[config.mk]
export PLATFORM = sky130hd
export DESIGN_NAME = touch_sample_median_scaler_flat
export DESIGN_NICKNAME = d
export VERILOG_FILES = /design/src/design/tsms_pkg.sv /design/src/design/tsms_ifs.sv /design/src/design/tsms_csr.sv /design/src/design/tsms_front.sv /design/src/design/tsms_queue.sv /design/src/design/tsms_back.sv /design/src/design/touch_sample_median_scaler.sv /design/src/flat_wrapper.sv
export SDC_FILE = /design/constraint.sdc
export NUM_CORES = 2
export LEC_CHECK = 0
export BUFFER_PORTS_ARGS = -buffer_cell sky130_fd_sc_hd__buf_4
export CAP_MARGIN = 20
export CORE_MARGIN = 1.5
export CORE_UTILIZATION = 50
export DETAILED_ROUTE_END_ITERATION = 6
export PLACE_DENSITY = 0.68
export SETUP_SLACK_MARGIN = 0.1
export SKIP_LAST_GASP = 1
export SLEW_MARGIN = 20
export SYNTH_ARGS = -nofsm -noshare
export SYNTH_HDL_FRONTEND = slang
export SYNTH_HIERARCHICAL = 1
export SYNTH_SLANG_ARGS = --single-unit
[constraint.sdc]
create_clock -name clock -period 66.1 [get_ports clock]
set_clock_uncertainty 0.05 [all_clocks]
set_input_delay 9.915 -clock clock [delete_from_list [all_inputs] [get_ports clock]]
set_output_delay 9.915 -clock clock [all_outputs]
set_load 0.005 [all_outputs]
[src/design/tsms_pkg.sv]
// ---------------------------------------------------------------------------
// tsms_pkg
// shared types, constants and register codes of the touch sample scaler
// ---------------------------------------------------------------------------
package tsms_pkg;

   localparam int WORD_W         = 16;
   localparam int SAMPLE_W       = 12;
   localparam int SAMPLE_SHIFT   = 3;
   localparam int NUM_WORDS      = 5;
   localparam int MAX_SAMPLES    = 5;
   localparam int NORMAL_SAMPLES = 3;
   localparam int SIZE_W         = 11;
   localparam int COORD_W        = 10;
   localparam int SCREEN_LIMIT   = 1024;
   localparam int ADDR_W         = 5;
   localparam int DATA_W         = 32;
   localparam int QUEUE_DEPTH    = 2;

   localparam logic [SAMPLE_W-1:0] RAW_MIN_RESET = SAMPLE_W'(200);
   localparam logic [SAMPLE_W-1:0] RAW_MAX_RESET = SAMPLE_W'(3900);
   localparam logic [SIZE_W-1:0]   WIDTH_RESET   = SIZE_W'(320);
   localparam logic [SIZE_W-1:0]   HEIGHT_RESET  = SIZE_W'(240);

   typedef enum logic [2:0] {
      REG_FINGER_MODE   = 3'd0,
      REG_RAW_X_MIN     = 3'd1,
      REG_RAW_X_MAX     = 3'd2,
      REG_RAW_Y_MIN     = 3'd3,
      REG_RAW_Y_MAX     = 3'd4,
      REG_SCREEN_WIDTH  = 3'd5,
      REG_SCREEN_HEIGHT = 3'd6
   } reg_index_type;

   typedef struct packed {
      logic                finger_mode;
      logic [SAMPLE_W-1:0] raw_x_min;
      logic [SAMPLE_W-1:0] raw_x_max;
      logic [SAMPLE_W-1:0] raw_y_min;
      logic [SAMPLE_W-1:0] raw_y_max;
      logic [SIZE_W-1:0]   screen_width;
      logic [SIZE_W-1:0]   screen_height;
   } cfg_type;

   typedef struct packed {
      logic                pen_down;
      logic [SAMPLE_W-1:0] raw_x;
      logic [SAMPLE_W-1:0] raw_y;
   } queue_entry_type;

   typedef struct packed {
      logic full;
      logic empty;
   } queue_status_type;

endpackage

[src/design/tsms_ifs.sv]
// ---------------------------------------------------------------------------
// tsms channel interfaces
// valid/ready channels for touch events and scaled results
// ---------------------------------------------------------------------------
interface tsms_req_if;
   logic                        valid;
   logic                        ready;
   logic                        pen_down;
   logic [tsms_pkg::WORD_W-1:0] word_x0;
   logic [tsms_pkg::WORD_W-1:0] word_x1;
   logic [tsms_pkg::WORD_W-1:0] word_x2;
   logic [tsms_pkg::WORD_W-1:0] word_x3;
   logic [tsms_pkg::WORD_W-1:0] word_x4;
   logic [tsms_pkg::WORD_W-1:0] word_y0;
   logic [tsms_pkg::WORD_W-1:0] word_y1;
   logic [tsms_pkg::WORD_W-1:0] word_y2;
   logic [tsms_pkg::WORD_W-1:0] word_y3;
   logic [tsms_pkg::WORD_W-1:0] word_y4;

   modport source (output valid, pen_down, word_x0, word_x1, word_x2, word_x3, word_x4,
                   word_y0, word_y1, word_y2, word_y3, word_y4, input ready);
   modport sink (input valid, pen_down, word_x0, word_x1, word_x2, word_x3, word_x4,
                 word_y0, word_y1, word_y2, word_y3, word_y4, output ready);
endinterface

interface tsms_rsp_if;
   logic                          valid;
   logic                          ready;
   logic                          touched;
   logic [tsms_pkg::SAMPLE_W-1:0] filtered_raw_x;
   logic [tsms_pkg::SAMPLE_W-1:0] filtered_raw_y;
   logic [tsms_pkg::COORD_W-1:0]  screen_x;
   logic [tsms_pkg::COORD_W-1:0]  screen_y;

   modport source (output valid, touched, filtered_raw_x, filtered_raw_y, screen_x,
                   screen_y, input ready);
   modport sink (input valid, touched, filtered_raw_x, filtered_raw_y, screen_x,
                 screen_y, output ready);
endinterface

[src/design/tsms_csr.sv]
// ---------------------------------------------------------------------------
// tsms_csr
// apb register file holding the calibration and mode settings
// ---------------------------------------------------------------------------
module tsms_csr (
   input  logic                        clock,
   input  logic                        reset,
   input  logic                        psel,
   input  logic                        penable,
   input  logic                        pwrite,
   input  logic [tsms_pkg::ADDR_W-1:0] paddr,
   input  logic [tsms_pkg::DATA_W-1:0] pwdata,
   output logic [tsms_pkg::DATA_W-1:0] prdata,
   output logic                        pready,
   output tsms_pkg::cfg_type           cfg
);
   tsms_pkg::cfg_type       cfg_ff;
   tsms_pkg::cfg_type       cfg_in;
   tsms_pkg::reg_index_type index;
   logic                    wr_en;

   assign pready = 1'b1;
   assign index  = tsms_pkg::reg_index_type'(paddr[tsms_pkg::ADDR_W-1:2]);
   assign wr_en  = psel & penable & pwrite & pready;
   assign cfg    = cfg_ff;

   always_comb begin
      cfg_in = cfg_ff;
      if (wr_en) begin
         case (index)
            tsms_pkg::REG_FINGER_MODE:   cfg_in.finger_mode   = pwdata[0];
            tsms_pkg::REG_RAW_X_MIN:     cfg_in.raw_x_min     = pwdata[tsms_pkg::SAMPLE_W-1:0];
            tsms_pkg::REG_RAW_X_MAX:     cfg_in.raw_x_max     = pwdata[tsms_pkg::SAMPLE_W-1:0];
            tsms_pkg::REG_RAW_Y_MIN:     cfg_in.raw_y_min     = pwdata[tsms_pkg::SAMPLE_W-1:0];
            tsms_pkg::REG_RAW_Y_MAX:     cfg_in.raw_y_max     = pwdata[tsms_pkg::SAMPLE_W-1:0];
            tsms_pkg::REG_SCREEN_WIDTH:  cfg_in.screen_width  = pwdata[tsms_pkg::SIZE_W-1:0];
            tsms_pkg::REG_SCREEN_HEIGHT: cfg_in.screen_height = pwdata[tsms_pkg::SIZE_W-1:0];
            default: ;
         endcase
      end
   end

   always_comb begin
      case (index)
         tsms_pkg::REG_FINGER_MODE:   prdata = tsms_pkg::DATA_W'(cfg_ff.finger_mode);
         tsms_pkg::REG_RAW_X_MIN:     prdata = tsms_pkg::DATA_W'(cfg_ff.raw_x_min);
         tsms_pkg::REG_RAW_X_MAX:     prdata = tsms_pkg::DATA_W'(cfg_ff.raw_x_max);
         tsms_pkg::REG_RAW_Y_MIN:     prdata = tsms_pkg::DATA_W'(cfg_ff.raw_y_min);
         tsms_pkg::REG_RAW_Y_MAX:     prdata = tsms_pkg::DATA_W'(cfg_ff.raw_y_max);
         tsms_pkg::REG_SCREEN_WIDTH:  prdata = tsms_pkg::DATA_W'(cfg_ff.screen_width);
         tsms_pkg::REG_SCREEN_HEIGHT: prdata = tsms_pkg::DATA_W'(cfg_ff.screen_height);
         default:                     prdata = '0;
      endcase
   end

   always_ff @(posedge clock) begin
      if (reset) begin
         cfg_ff.finger_mode   <= 1'b0;
         cfg_ff.raw_x_min     <= tsms_pkg::RAW_MIN_RESET;
         cfg_ff.raw_x_max     <= tsms_pkg::RAW_MAX_RESET;
         cfg_ff.raw_y_min     <= tsms_pkg::RAW_MIN_RESET;
         cfg_ff.raw_y_max     <= tsms_pkg::RAW_MAX_RESET;
         cfg_ff.screen_width  <= tsms_pkg::WIDTH_RESET;
         cfg_ff.screen_height <= tsms_pkg::HEIGHT_RESET;
      end else begin
         cfg_ff <= cfg_in;
      end
   end
endmodule

[src/design/tsms_front.sv]
// ---------------------------------------------------------------------------
// tsms_front
// accepts touch events, extracts samples and picks the per-axis median
// ---------------------------------------------------------------------------
module tsms_front (
   tsms_req_if.sink                    req_chan,
   input  tsms_pkg::cfg_type           cfg,
   input  tsms_pkg::queue_status_type  queue_status,
   output logic                        push,
   output tsms_pkg::queue_entry_type   entry
);
   localparam int CNT_W = $clog2(tsms_pkg::NUM_WORDS + 1);

   typedef logic [tsms_pkg::SAMPLE_W-1:0] sample_type;

   sample_type xs [tsms_pkg::NUM_WORDS];
   sample_type ys [tsms_pkg::NUM_WORDS];
   logic [CNT_W-1:0] n_used;

   function automatic sample_type extract(input logic [tsms_pkg::WORD_W-1:0] word);
      extract = word[tsms_pkg::SAMPLE_SHIFT +: tsms_pkg::SAMPLE_W];
   endfunction

   // rank-select median: stable rank of each live sample, pick rank n/2
   function automatic sample_type median(input sample_type s [tsms_pkg::NUM_WORDS],
                                         input logic [CNT_W-1:0] n);
      logic [CNT_W-1:0] rank;
      logic [CNT_W-1:0] mid;
      sample_type       pick;
      mid  = n >> 1;
      pick = '0;
      for (int i = 0; i < tsms_pkg::NUM_WORDS; i++) begin
         rank = '0;
         for (int j = 0; j < tsms_pkg::NUM_WORDS; j++) begin
            if (CNT_W'(j) < n && j != i &&
                (s[j] < s[i] || (s[j] == s[i] && j < i))) begin
               rank = rank + 1'b1;
            end
         end
         if (CNT_W'(i) < n && rank == mid) begin
            pick = s[i];
         end
      end
      median = pick;
   endfunction

   assign xs[0] = extract(req_chan.word_x0);
   assign xs[1] = extract(req_chan.word_x1);
   assign xs[2] = extract(req_chan.word_x2);
   assign xs[3] = extract(req_chan.word_x3);
   assign xs[4] = extract(req_chan.word_x4);
   assign ys[0] = extract(req_chan.word_y0);
   assign ys[1] = extract(req_chan.word_y1);
   assign ys[2] = extract(req_chan.word_y2);
   assign ys[3] = extract(req_chan.word_y3);
   assign ys[4] = extract(req_chan.word_y4);

   assign n_used = cfg.finger_mode ? CNT_W'(tsms_pkg::MAX_SAMPLES)
                                   : CNT_W'(tsms_pkg::NORMAL_SAMPLES);

   assign req_chan.ready = ~queue_status.full;
   assign push           = req_chan.valid & ~queue_status.full;

   always_comb begin
      entry.pen_down = req_chan.pen_down;
      entry.raw_x    = median(xs, n_used);
      entry.raw_y    = median(ys, n_used);
   end
endmodule

[src/design/tsms_queue.sv]
// ---------------------------------------------------------------------------
// tsms_queue
// short fifo between the front and back parts
// ---------------------------------------------------------------------------
module tsms_queue (
   input  logic                       clock,
   input  logic                       reset,
   input  logic                       push,
   input  tsms_pkg::queue_entry_type  wr_entry,
   input  logic                       pop,
   output tsms_pkg::queue_entry_type  rd_entry,
   output tsms_pkg::queue_status_type status
);
   localparam int PTR_W = $clog2(tsms_pkg::QUEUE_DEPTH);
   localparam int CNT_W = $clog2(tsms_pkg::QUEUE_DEPTH + 1);

   tsms_pkg::queue_entry_type mem_ff [tsms_pkg::QUEUE_DEPTH];
   logic [PTR_W-1:0] wr_ptr_ff, wr_ptr_in;
   logic [PTR_W-1:0] rd_ptr_ff, rd_ptr_in;
   logic [CNT_W-1:0] count_ff, count_in;

   function automatic logic [PTR_W-1:0] bump(input logic [PTR_W-1:0] p);
      bump = (p == PTR_W'(tsms_pkg::QUEUE_DEPTH - 1)) ? '0 : p + 1'b1;
   endfunction

   assign status.full  = (count_ff == CNT_W'(tsms_pkg::QUEUE_DEPTH));
   assign status.empty = (count_ff == '0);
   assign rd_entry     = mem_ff[rd_ptr_ff];

   always_comb begin
      wr_ptr_in = push ? bump(wr_ptr_ff) : wr_ptr_ff;
      rd_ptr_in = pop ? bump(rd_ptr_ff) : rd_ptr_ff;
      count_in  = count_ff + CNT_W'(push) - CNT_W'(pop);
   end

   always_ff @(posedge clock) begin
      if (push) begin
         mem_ff[wr_ptr_ff] <= wr_entry;
      end
   end

   always_ff @(posedge clock) begin
      if (reset) begin
         wr_ptr_ff <= '0;
         rd_ptr_ff <= '0;
         count_ff  <= '0;
      end else begin
         wr_ptr_ff <= wr_ptr_in;
         rd_ptr_ff <= rd_ptr_in;
         count_ff  <= count_in;
      end
   end
endmodule

[src/design/tsms_back.sv]
// ---------------------------------------------------------------------------
// tsms_back
// linear map of both axes through a shared-step divider, result register
// ---------------------------------------------------------------------------
module tsms_back (
   input  logic                       clock,
   input  logic                       reset,
   input  tsms_pkg::cfg_type          cfg,
   input  tsms_pkg::queue_entry_type  entry,
   input  tsms_pkg::queue_status_type queue_status,
   output logic                       pop,
   tsms_rsp_if.source                 rsp_chan
);
   localparam int SW        = tsms_pkg::SAMPLE_W;
   localparam int CW        = tsms_pkg::COORD_W;
   localparam int PROD_W    = SW + CW;
   localparam int BITS_STEP = 8;
   localparam int NUM_STEPS = (PROD_W + BITS_STEP - 1) / BITS_STEP;
   localparam int DVD_W     = NUM_STEPS * BITS_STEP;
   localparam int STEP_W    = $clog2(NUM_STEPS);
   localparam logic [STEP_W-1:0] LAST_STEP = STEP_W'(NUM_STEPS - 1);

   typedef enum logic [1:0] {
      ST_LOAD = 2'b01,
      ST_DIV  = 2'b10
   } back_state_type;

   typedef struct packed {
      logic [DVD_W-1:0] dvd;
      logic [SW-1:0]    rem;
      logic [SW-1:0]    dsr;
      logic [CW-1:0]    top;
      logic             force_zero;
   } axis_type;

   back_state_type    state_ff, state_in;
   logic [STEP_W-1:0] step_ff, step_in;
   logic              pen_ff;
   logic [SW-1:0]     rx_ff, ry_ff;
   axis_type          axis_ff [2];
   axis_type          axis_in [2];
   axis_type          load [2];
   axis_type          iter [2];
   logic [CW-1:0]     coord [2];

   logic          out_valid_ff, out_valid_in;
   logic          out_touched_ff;
   logic [SW-1:0] out_rx_ff, out_ry_ff;
   logic [CW-1:0] out_sx_ff, out_sy_ff;
   logic          out_free, advance, finish;

   // set up one axis: |raw - lo| * top over |hi - lo|, sign folded into force_zero
   function automatic axis_type setup(input logic [SW-1:0] raw, input logic [SW-1:0] lo,
                                      input logic [SW-1:0] hi,
                                      input logic [tsms_pkg::SIZE_W-1:0] size);
      axis_type      a;
      logic [SW:0]   d;
      logic [SW:0]   s;
      logic [SW-1:0] dmag;
      logic [SW-1:0] smag;
      d = {1'b0, raw} - {1'b0, lo};
      s = {1'b0, hi} - {1'b0, lo};
      dmag = d[SW] ? SW'(-d) : d[SW-1:0];
      smag = s[SW] ? SW'(-s) : s[SW-1:0];
      if (size == '0) begin
         a.top = '0;
      end else if (size > tsms_pkg::SIZE_W'(tsms_pkg::SCREEN_LIMIT)) begin
         a.top = CW'(tsms_pkg::SCREEN_LIMIT - 1);
      end else begin
         a.top = CW'(size - 1'b1);
      end
      a.dvd        = DVD_W'(dmag * a.top);
      a.rem        = '0;
      a.dsr        = smag;
      a.force_zero = (s == '0) | (d[SW] ^ s[SW]);
      setup = a;
   endfunction

   // eight restoring division steps
   function automatic axis_type divide_step(input axis_type a);
      axis_type  r;
      logic [SW:0] t;
      r = a;
      for (int k = 0; k < BITS_STEP; k++) begin
         t     = {r.rem, r.dvd[DVD_W-1]};
         r.dvd = {r.dvd[DVD_W-2:0], 1'b0};
         if (t >= {1'b0, r.dsr}) begin
            r.rem    = SW'(t - {1'b0, r.dsr});
            r.dvd[0] = 1'b1;
         end else begin
            r.rem = t[SW-1:0];
         end
      end
      divide_step = r;
   endfunction

   function automatic logic [CW-1:0] finalize(input axis_type a);
      if (a.force_zero) begin
         finalize = '0;
      end else if (a.dvd > DVD_W'(a.top)) begin
         finalize = a.top;
      end else begin
         finalize = a.dvd[CW-1:0];
      end
   endfunction

   assign load[0] = setup(entry.raw_y, cfg.raw_y_min, cfg.raw_y_max, cfg.screen_width);
   assign load[1] = setup(entry.raw_x, cfg.raw_x_min, cfg.raw_x_max, cfg.screen_height);
   assign iter[0] = divide_step(axis_ff[0]);
   assign iter[1] = divide_step(axis_ff[1]);
   assign coord[0] = finalize(iter[0]);
   assign coord[1] = finalize(iter[1]);

   assign out_free = ~out_valid_ff | rsp_chan.ready;
   assign pop      = (state_ff == ST_LOAD) & ~queue_status.empty;
   assign advance  = (state_ff == ST_DIV) & ((step_ff != LAST_STEP) | out_free);
   assign finish   = advance & (step_ff == LAST_STEP);

   always_comb begin
      state_in   = state_ff;
      step_in    = step_ff;
      axis_in[0] = axis_ff[0];
      axis_in[1] = axis_ff[1];
      case (state_ff)
         ST_LOAD: begin
            if (pop) begin
               axis_in[0] = load[0];
               axis_in[1] = load[1];
               step_in    = '0;
               state_in   = ST_DIV;
            end
         end
         ST_DIV: begin
            if (advance) begin
               axis_in[0] = iter[0];
               axis_in[1] = iter[1];
               step_in    = step_ff + 1'b1;
               if (finish) begin
                  state_in = ST_LOAD;
               end
            end
         end
         default: state_in = ST_LOAD;
      endcase
   end

   assign out_valid_in = (out_valid_ff & ~rsp_chan.ready) | finish;

   always_ff @(posedge clock) begin
      if (reset) begin
         state_ff     <= ST_LOAD;
         step_ff      <= '0;
         out_valid_ff <= 1'b0;
      end else begin
         state_ff     <= state_in;
         step_ff      <= step_in;
         out_valid_ff <= out_valid_in;
      end
   end

   always_ff @(posedge clock) begin
      axis_ff[0] <= axis_in[0];
      axis_ff[1] <= axis_in[1];
      if (pop) begin
         pen_ff <= entry.pen_down;
         rx_ff  <= entry.raw_x;
         ry_ff  <= entry.raw_y;
      end
      if (finish) begin
         out_touched_ff <= pen_ff;
         out_rx_ff      <= pen_ff ? rx_ff : '0;
         out_ry_ff      <= pen_ff ? ry_ff : '0;
         out_sx_ff      <= pen_ff ? coord[0] : '0;
         out_sy_ff      <= pen_ff ? coord[1] : '0;
      end
   end

   assign rsp_chan.valid          = out_valid_ff;
   assign rsp_chan.touched        = out_touched_ff;
   assign rsp_chan.filtered_raw_x = out_rx_ff;
   assign rsp_chan.filtered_raw_y = out_ry_ff;
   assign rsp_chan.screen_x       = out_sx_ff;
   assign rsp_chan.screen_y       = out_sy_ff;
endmodule

[src/design/touch_sample_median_scaler.sv]
// ---------------------------------------------------------------------------
// touch_sample_median_scaler
// median filter and linear screen mapping of resistive touch events
// ---------------------------------------------------------------------------
// path: the input transfer writes the queue, the back part pops it in its load state,
// runs the 3 eight-bit divide steps and loads the result register; it takes a new
// event from the queue only once the result of the last one has been registered
// reset: synchronous, clears queue, sequencer and result valid; registers
// return to their calibration defaults
module touch_sample_median_scaler (
   input  logic                        clock,
   input  logic                        reset,
   tsms_req_if.sink                    req_chan,
   tsms_rsp_if.source                  rsp_chan,
   input  logic                        psel,
   input  logic                        penable,
   input  logic                        pwrite,
   input  logic [tsms_pkg::ADDR_W-1:0] paddr,
   input  logic [tsms_pkg::DATA_W-1:0] pwdata,
   output logic [tsms_pkg::DATA_W-1:0] prdata,
   output logic                        pready
);
   tsms_pkg::cfg_type          cfg;
   tsms_pkg::queue_status_type queue_status;
   tsms_pkg::queue_entry_type  front_entry;
   tsms_pkg::queue_entry_type  back_entry;
   logic                       push;
   logic                       pop;

   // calibration and mode registers; the user must write them only while idle, the block does not enforce it
   tsms_csr u_csr (
      .clock   (clock),
      .reset   (reset),
      .psel    (psel),
      .penable (penable),
      .pwrite  (pwrite),
      .paddr   (paddr),
      .pwdata  (pwdata),
      .prdata  (prdata),
      .pready  (pready),
      .cfg     (cfg)
   );

   // front: sample extraction and median, one transfer per cycle while room
   tsms_front u_front (
      .req_chan     (req_chan),
      .cfg          (cfg),
      .queue_status (queue_status),
      .push         (push),
      .entry        (front_entry)
   );

   // two-entry queue decouples front from the multi-cycle back part
   tsms_queue u_queue (
      .clock    (clock),
      .reset    (reset),
      .push     (push),
      .wr_entry (front_entry),
      .pop      (pop),
      .rd_entry (back_entry),
      .status   (queue_status)
   );

   // back: scale both axes, clamp, hold result in output register
   tsms_back u_back (
      .clock        (clock),
      .reset        (reset),
      .cfg          (cfg),
      .entry        (back_entry),
      .queue_status (queue_status),
      .pop          (pop),
      .rsp_chan     (rsp_chan)
   );
endmodule

[src/flat_wrapper.sv]
// flat-port wrapper written by rule: the top's interface ports become plain ports
module touch_sample_median_scaler_flat 
  (clock, reset, psel, penable, pwrite, paddr, pwdata, prdata, pready, req_chan_valid, req_chan_pen_down, req_chan_word_x0, req_chan_word_x1, req_chan_word_x2, req_chan_word_x3, req_chan_word_x4, req_chan_word_y0, req_chan_word_y1, req_chan_word_y2, req_chan_word_y3, req_chan_word_y4, req_chan_ready, rsp_chan_valid, rsp_chan_touched, rsp_chan_filtered_raw_x, rsp_chan_filtered_raw_y, rsp_chan_screen_x, rsp_chan_screen_y, rsp_chan_ready);
  tsms_req_if req_chan_i ();
  tsms_rsp_if rsp_chan_i ();
  input  logic clock;
  input  logic reset;
  input  logic psel;
  input  logic penable;
  input  logic pwrite;
  input  logic [tsms_pkg::ADDR_W-1:0] paddr;
  input  logic [tsms_pkg::DATA_W-1:0] pwdata;
  output logic [tsms_pkg::DATA_W-1:0] prdata;
  output logic pready;
  input wire logic [$bits(req_chan_i.valid)-1:0] req_chan_valid;
  input wire logic [$bits(req_chan_i.pen_down)-1:0] req_chan_pen_down;
  input wire logic [$bits(req_chan_i.word_x0)-1:0] req_chan_word_x0;
  input wire logic [$bits(req_chan_i.word_x1)-1:0] req_chan_word_x1;
  input wire logic [$bits(req_chan_i.word_x2)-1:0] req_chan_word_x2;
  input wire logic [$bits(req_chan_i.word_x3)-1:0] req_chan_word_x3;
  input wire logic [$bits(req_chan_i.word_x4)-1:0] req_chan_word_x4;
  input wire logic [$bits(req_chan_i.word_y0)-1:0] req_chan_word_y0;
  input wire logic [$bits(req_chan_i.word_y1)-1:0] req_chan_word_y1;
  input wire logic [$bits(req_chan_i.word_y2)-1:0] req_chan_word_y2;
  input wire logic [$bits(req_chan_i.word_y3)-1:0] req_chan_word_y3;
  input wire logic [$bits(req_chan_i.word_y4)-1:0] req_chan_word_y4;
  output wire logic [$bits(req_chan_i.ready)-1:0] req_chan_ready;
  output wire logic [$bits(rsp_chan_i.valid)-1:0] rsp_chan_valid;
  output wire logic [$bits(rsp_chan_i.touched)-1:0] rsp_chan_touched;
  output wire logic [$bits(rsp_chan_i.filtered_raw_x)-1:0] rsp_chan_filtered_raw_x;
  output wire logic [$bits(rsp_chan_i.filtered_raw_y)-1:0] rsp_chan_filtered_raw_y;
  output wire logic [$bits(rsp_chan_i.screen_x)-1:0] rsp_chan_screen_x;
  output wire logic [$bits(rsp_chan_i.screen_y)-1:0] rsp_chan_screen_y;
  input wire logic [$bits(rsp_chan_i.ready)-1:0] rsp_chan_ready;
  assign req_chan_i.valid = req_chan_valid;
  assign req_chan_i.pen_down = req_chan_pen_down;
  assign req_chan_i.word_x0 = req_chan_word_x0;
  assign req_chan_i.word_x1 = req_chan_word_x1;
  assign req_chan_i.word_x2 = req_chan_word_x2;
  assign req_chan_i.word_x3 = req_chan_word_x3;
  assign req_chan_i.word_x4 = req_chan_word_x4;
  assign req_chan_i.word_y0 = req_chan_word_y0;
  assign req_chan_i.word_y1 = req_chan_word_y1;
  assign req_chan_i.word_y2 = req_chan_word_y2;
  assign req_chan_i.word_y3 = req_chan_word_y3;
  assign req_chan_i.word_y4 = req_chan_word_y4;
  assign req_chan_ready = req_chan_i.ready;
  assign rsp_chan_valid = rsp_chan_i.valid;
  assign rsp_chan_touched = rsp_chan_i.touched;
  assign rsp_chan_filtered_raw_x = rsp_chan_i.filtered_raw_x;
  assign rsp_chan_filtered_raw_y = rsp_chan_i.filtered_raw_y;
  assign rsp_chan_screen_x = rsp_chan_i.screen_x;
  assign rsp_chan_screen_y = rsp_chan_i.screen_y;
  assign rsp_chan_i.ready = rsp_chan_ready;
  touch_sample_median_scaler u_core (.clock(clock), .reset(reset), .req_chan(req_chan_i), .rsp_chan(rsp_chan_i), .psel(psel), .penable(penable), .pwrite(pwrite), .paddr(paddr), .pwdata(pwdata), .prdata(prdata), .pready(pready));
endmodule
## Yosys cells after proc, flatten, opt, wreduce, memory -nomap -nowiden

Memory sizes are Yosys's and may differ from the RTL's. A register that Yosys moved wholly into a read port is not among the register bits.
Index checks and enable logic that the tools add are counted.
Widths: inputs -> output; s select.

- Add/subtract/negate cells: 61
- Multiply operators: 2
- Divide/modulo/power cells: 0
- Magnitude comparators: 65
- Eq/ne operators: 44
- Shifts and indexed selects: 0
- Muxes and demuxes: 110
- Bitwise logic cells: 19
- Reductions and logical operators: 88

Operators with widths:

| operator | number |
|---|---|
| $lt 12x12->1 | 40 |
| $mux 12 | 30 |
| $eq 12x12->1 | 20 |
| $mux 118 | 2 |
| $pmux 118 s2 | 1 |
| $ge 13x12->1 | 16 |
| $sub 12x12->12 | 16 |
| $mux 3 | 31 |
| $pmux 12 s7 | 1 |
| $add 3x1->3 const B | 20 |
| $mux 10 | 6 |
| $sub 12x12->13 | 4 |
| $logic_and 1x1->1 | 50 |
| $gt 24x10->1 | 2 |
| $neg 12->12 | 4 |
| $mul 12x10->22 | 2 |
| $mux 1 | 32 |
| $eq 3x2->1 | 10 |
| $logic_not 13->1 | 2 |
| $gt 11x11->1 const B | 2 |
| $logic_not 11->1 | 2 |
| $add 1x1->2 const B | 10 |
| $logic_or 1x1->1 | 20 |
| $sub 10x1->10 const B | 2 |
| other kinds (26) | 64 |

- Flip-flop bits (word level): 150
- Bits in latches: 0
- Memory bits (writable): 168
- ROM bits: 0
- Bits of input ports: 205
- Output and inout bits: 80
- Memories kept: 2

Memory list:

| name | words | width | rd ports | clocked after Yosys merged registers in | write ports | RTL line | text |
|---|---|---|---|---|---|---|---|
| u_core.u_back.axis_ff | 2 | 59 | 2 | 0 | 2 | tsms_back.sv:40 | `axis_type axis_ff [2];` |
| u_core.u_queue.mem_ff | 2 | 25 | 1 | 1 | 1 | tsms_queue.sv:17 | `tsms_pkg::queue_entry_type mem_ff [tsms_pkg::QUEUE_DEPTH];` |

## Longest topological paths before layout

An unclocked memory read counts as a cell.

- Depth in word-level cells: 19
- Gate-level depth with buffers: 119

## Hierarchy

The synthesis kept the hierarchy.

By module, submodules not included:

| module | instances | cells an instance | area an instance (um2) |
|---|---|---|---|
| tsms_back | 1 | 3407 | 29494.5 |
| tsms_front | 1 | 1060 | 7982.7 |
| tsms_csr | 1 | 400 | 3624.7 |
| tsms_queue | 1 | 99 | 2125.8 |

## Worst setup path after synthesis

No wires, ideal clock.

- Path kind: register to register
- Start: mem u_core/u_back/axis_ff[0][12] in the netlist's numbering
- End: reg u_core.u_back.out_sx_ff[6], in the netlist u_core/u_back/rsp_chan.screen_x[6], data pin
- Arrival: 22304 ps
- Setup slack: 43479 ps
- Cell stages (with the launch flop): 114
- Buffers on the path: 12
- Period minus slack after synthesis: 22621 ps
- Path through: edfxtp_1 > inv_1 > ha_1 > nor2b_1 > o2111ai_2 > a31oi_1 > o21ai_4 > clkbuf_1 > o21ai_0 > ha_1 > nor2b_1 > o31ai_1 > a21oi_1 > o21ai_0 > a21o_1 > o2111ai_1 > buf_2 > buf_1 > [78 not listed] > buf_6 > buf_8 > ha_1 > nor2b_1 > o21a_1 > o21a_1 > o21a_1 > o21a_1 > o21ai_0 > nand2b_1 > a21oi_1 > nor2b_1 > o21ai_0 > a21oi_1 > nor2_1 > clkbuf_1 > mux2i_1 > nor2_1

RTL lines:

| item | RTL line | text |
|---|---|---|
| start: declaration | tsms_back.sv:40 |  |
| end signal: assignment | tsms_back.sv:173 | `out_sx_ff <= pen_ff ? coord[0] : '0;` |
| end: declaration | tsms_back.sv:49 | `logic [CW-1:0] out_sx_ff, out_sy_ff;` |

==> impl_summary.md <==
Place
After legalization and detailed placement, the total HPWL measured 96,000 µm. The congestion estimate from routability-driven global placement came to 0.933. Port buffering added 201 buffers.

Synthesis
The share of synthesized flip-flops with an asynchronous set or reset is 0. By area the synthesized netlist is led by ha_1, edfxtp_1, fa_1. The number of enable flip-flop cells after synthesis is 238. The post-synthesis cell type with the largest combined area is ha_1. The share of synthesized area in the top cell type comes to 0.187.

The leading register cell type out of synthesis is edfxtp_1. The sequential element share of the synthesized area is 0.203. The average instance area after synthesis is 8.70 µm².

The gate count of the mapped netlist is 4,966. The number of synthesis warnings is 6. Counting flops and latches in the post-synthesis netlist gives 319.

Counting distinct cell types in the post-synthesis netlist gives 119. The cell area after synthesis is 43,200 µm².

Routing
The number of antenna-violating nets in the routed design is 0. The routed via count divided by cell count is 5.85. The total vias in the final route is 36,700.

The detailed router finished its first iteration with 2,386 violations. The first TritonRoute pass finished after 6 iterations. The DRC violation count after routing is 0. The routed wire length per instance is 19.0 µm. Summed over all layers, the routed wires come to 119,000 µm.

Global routing
The via count of the first global-routing pass is 35,700. The initial antenna violation count is 1. The first global-routing pass estimated 189,000 µm of wire. The total global routing track utilization is 0.264. Summed over all layers, the global routing overflow is 0. Entering global routing, the biggest net connects 100 pins.

Final layout
Counting the fill cells in the layout gives 7,932. The final core utilization is 0.548. Of the cells placed in the final design, the portion with a size suffix greater than 1 is 0.101. In the final design database the tool counted 6,126 nets. The growth of design area from synthesis to finish is 8.28%.

Clock network
For the worst-skew pair, the clock arrives at the later sink with an insertion delay of 0.56 ns. Clock-pin slew was measured on the worst setup and hold paths at 0.06 ns. Once the clock tree was built, the setup fixing pass inserted 0 buffers. The clock buffer count from CTS is 36. The clock net in this run drives a total of 319 sinks. The count of cells resized by post-cts repair is 0.

The buffer levels on the longest clock path is 3. The clock tree root buffer cell is clkbuf_16. The CTS tree is yes. For this design, the CTS-stage hold fixing added 0 buffers.

CTS built an H-tree with a depth of 2.

Floorplan
The floorplan has 107 rows. The area of the core region is 85,400 µm². The die covers 88,200 µm². The initial core utilization is 0.506. The width of the die is 297 µm. The die is 297 µm tall.

The top-level I/O count is 285.

STA
The hold violation count in the final report was 0. The minimum period implied by the final worst setup slack is 26.84 ns. The number of pins exceeding their max-slew limit in the final report is 0. Based on the critical path, the design can be clocked at up to 0.0373 GHz. In the finished design, the share of the clock period the worst path needs comes to 0.406. After routing, the total negative slack on setup checks comes to 0 ns. The measured slew at the worst slew-check pin is 1.16 ns.

The worst pin sits at a relative slew slack of 0.225. Setup repair after global routing left no endpoint under its margin. The final count of negative-setup-slack endpoints is 0.

Setup path
STA classifies the critical path endpoint as a flip-flop. The most frequent cell on the critical path is o21ai_0. The launch point of the critical path is u_core/u_back/axis_ff[0][71].

In this run the critical register-to-register path is launched from u_core/u_back/axis_ff[0][71]. Along the worst path, the maximum fanout reaches 21. The worst setup path endpoint is u_core/u_back/rsp_chan.screen_y[1]. The setup check on the worst reg-to-reg path leaves a slack of 39.26 ns. The count of cells along the worst register-to-register path is 105.

The critical path class is reg -> reg. For the worst setup path, the data required time is 66.39 ns. The maximum cell stage delay along the critical path is 0.69 ns.

The category of the worst setup path launch point is a flip-flop. The library cell contributing the largest single delay on the critical path is edfxtp_1. The data arrival time of the worst path is 27.13 ns.

The endpoint identified for the worst register-to-register timing path is u_core/u_back/rsp_chan.screen_y[1].

Job
The tool flagged a number of max-cap violations equal to 0.

Outcome
The run finished with clean final reports.

Min path
The worst hold path belongs to the class reg -> reg.
layout by cell type (no fill, tap or decap), types with 23 or more instances in the layout:
master	n
ha_1	647
inv_1	542
nor2_1	406
nand2_1	358
a21oi_1	312
edfxtp_1	238
buf_4	237
o21ai_0	225
fa_1	176
xnor2_1	165
a21o_1	142
mux2_2	118
mux2i_1	117
nor3_1	99
xor2_1	92
nand3_1	87
nand2b_1	87
nor2b_1	84
nand4_1	82
dfxtp_1	80
o21a_1	60
and2_1	46
a211oi_1	40
o211ai_1	40
clkbuf_16	38
o21bai_1	38
a31oi_1	33
a221oi_1	30
nor4_1	27
a211o_1	26
or3_1	25
and3_1	25
a21boi_0	24
mux2_4	23
Yosys cell counts, drive strengths merged, types with 27 or more instances:
cell type,number
nand4,82
mux2,141
nand2b,89
xor2,92
a211oi,43
edfxtp,238
inv,547
o21bai,38
nand3,89
nor3,100
a21o,143
o21a,62
a21oi,315
and3,27
clkbuf,81
xnor2,165
o211ai,40
and2,48
a221oi,31
ha,647
a31oi,33
buf,81
nor2b,87
nor2,412
fa,176
or3,27
o21ai,234
nor4,29
nand2,360
mux2i,118
dfxtp,81
metrics by stage:
step,instance area [µm²],cells,worst slack (ns),hold slack (ns)
6_report,46800,6271,39.26,0.446
5_1_grt,46800,6269,37.20,0.472
4_1_cts,46800,6269,39.43,0.445
3_5_place_dp,45600,6204,39.58,0.436
3_3_place_gp,45600,6203,39.74,0.425
2_1_floorplan,43300,4985,43.48,0.411
registers in the layout, summed over array words and instances (netlist names), named ones only:
register and count:
u_core/u_back/rx_ff 12, u_core/u_back/state_ff 2, u_core/u_back/step_ff 2, u_core/u_back/axis_ff 118, u_core/u_back/rsp_chan.screen_x 10, u_core/u_queue/mem_ff 50
u_core/u_back/rsp_chan.touched 1, u_core/u_csr/cfg 71, u_core/u_back/rsp_chan.screen_y 10, u_core/u_back/rsp_chan.filtered_raw_y 12, u_core/u_back/rsp_chan.filtered_raw_x 12, u_core/u_queue/wr_ptr_ff 1
u_core/u_back/rsp_chan.valid 1, u_core/u_back/pen_ff 1, u_core/u_queue/count_ff 2, u_core/u_queue/rd_ptr_ff 1, u_core/u_back/ry_ff 12
worst max-delay path: cells and delay by family, from the launching register on:
kind                     cells  cell delay (ns)
flip-flops                   1             0.69
AO/OA/AOI/OAI               61            16.16
multiplexers                 2             0.77
adder cells (fa/ha/maj)      9             2.90
AND/OR/NAND/NOR             23             3.44
buffers and inverters       10             2.45
metal layers:
| layer | track usage | wire, µm | up-vias |
|---|---|---|---|
| met1 | 0.361 | 54600 | 17400 |
| li1 | - | - | 18000 |
| met4 | 0.0786 | 3510 | 2 |
| met3 | 0.0324 | 6700 | 196 |
| met5 | 0 | 14 | - |
| met2 | 0.436 | 54300 | 1088 |
logic make-up (layout without fill, tap and decap cells):
group                      count (synthesis)  in the layout  synth area share
muxes                                    259            259            0.0661
xor gates and xnor gates                 258            258            0.0526
and+or+nand+nor                         1444           1444             0.165
buffers and inverters                    710            850            0.0690
adders and majority gates                824            824             0.269
other                                      2             23          0.000174
AOI/OAI and AO/OA                       1150           1150             0.176
DFF                                      319            319             0.203
worst min-delay path by stage:
stage                        startpoint                       end  slack (ns)  depth (start not counted)
2_1_floorplan  u_core/u_back/step_ff[1]  u_core/u_back/step_ff[1]        0.41                          2
3_3_place_gp   u_core/u_back/step_ff[1]  u_core/u_back/step_ff[1]        0.43                          2
3_5_place_dp       u_core/u_csr/cfg[28]      u_core/u_csr/cfg[28]        0.44                          2
4_1_cts            u_core/u_csr/cfg[28]      u_core/u_csr/cfg[28]        0.44                          2
5_1_grt            u_core/u_csr/cfg[28]      u_core/u_csr/cfg[28]        0.47                          2
6_report           u_core/u_csr/cfg[28]      u_core/u_csr/cfg[28]        0.45                          2
area by class of cell:
cell class / count / area (µm²) / share of cell area
multi-input combinational: 3956 / 31600 / 0.675
antenna: 2 / 5.00 / 0.000107
timing repair buffer: 237 / 1780 / 0.0380
tap: 1144 / 1430 / 0.0306
sequential: 319 / 8770 / 0.187
clock inverter: 19 / 155 / 0.00331
clock buffer: 46 / 1010 / 0.0216
inverter: 548 / 2070 / 0.0442
Power is left out: the tool's default activity adds up to more than one toggle a clock period on the data nets, which glitch-free logic cannot reach.
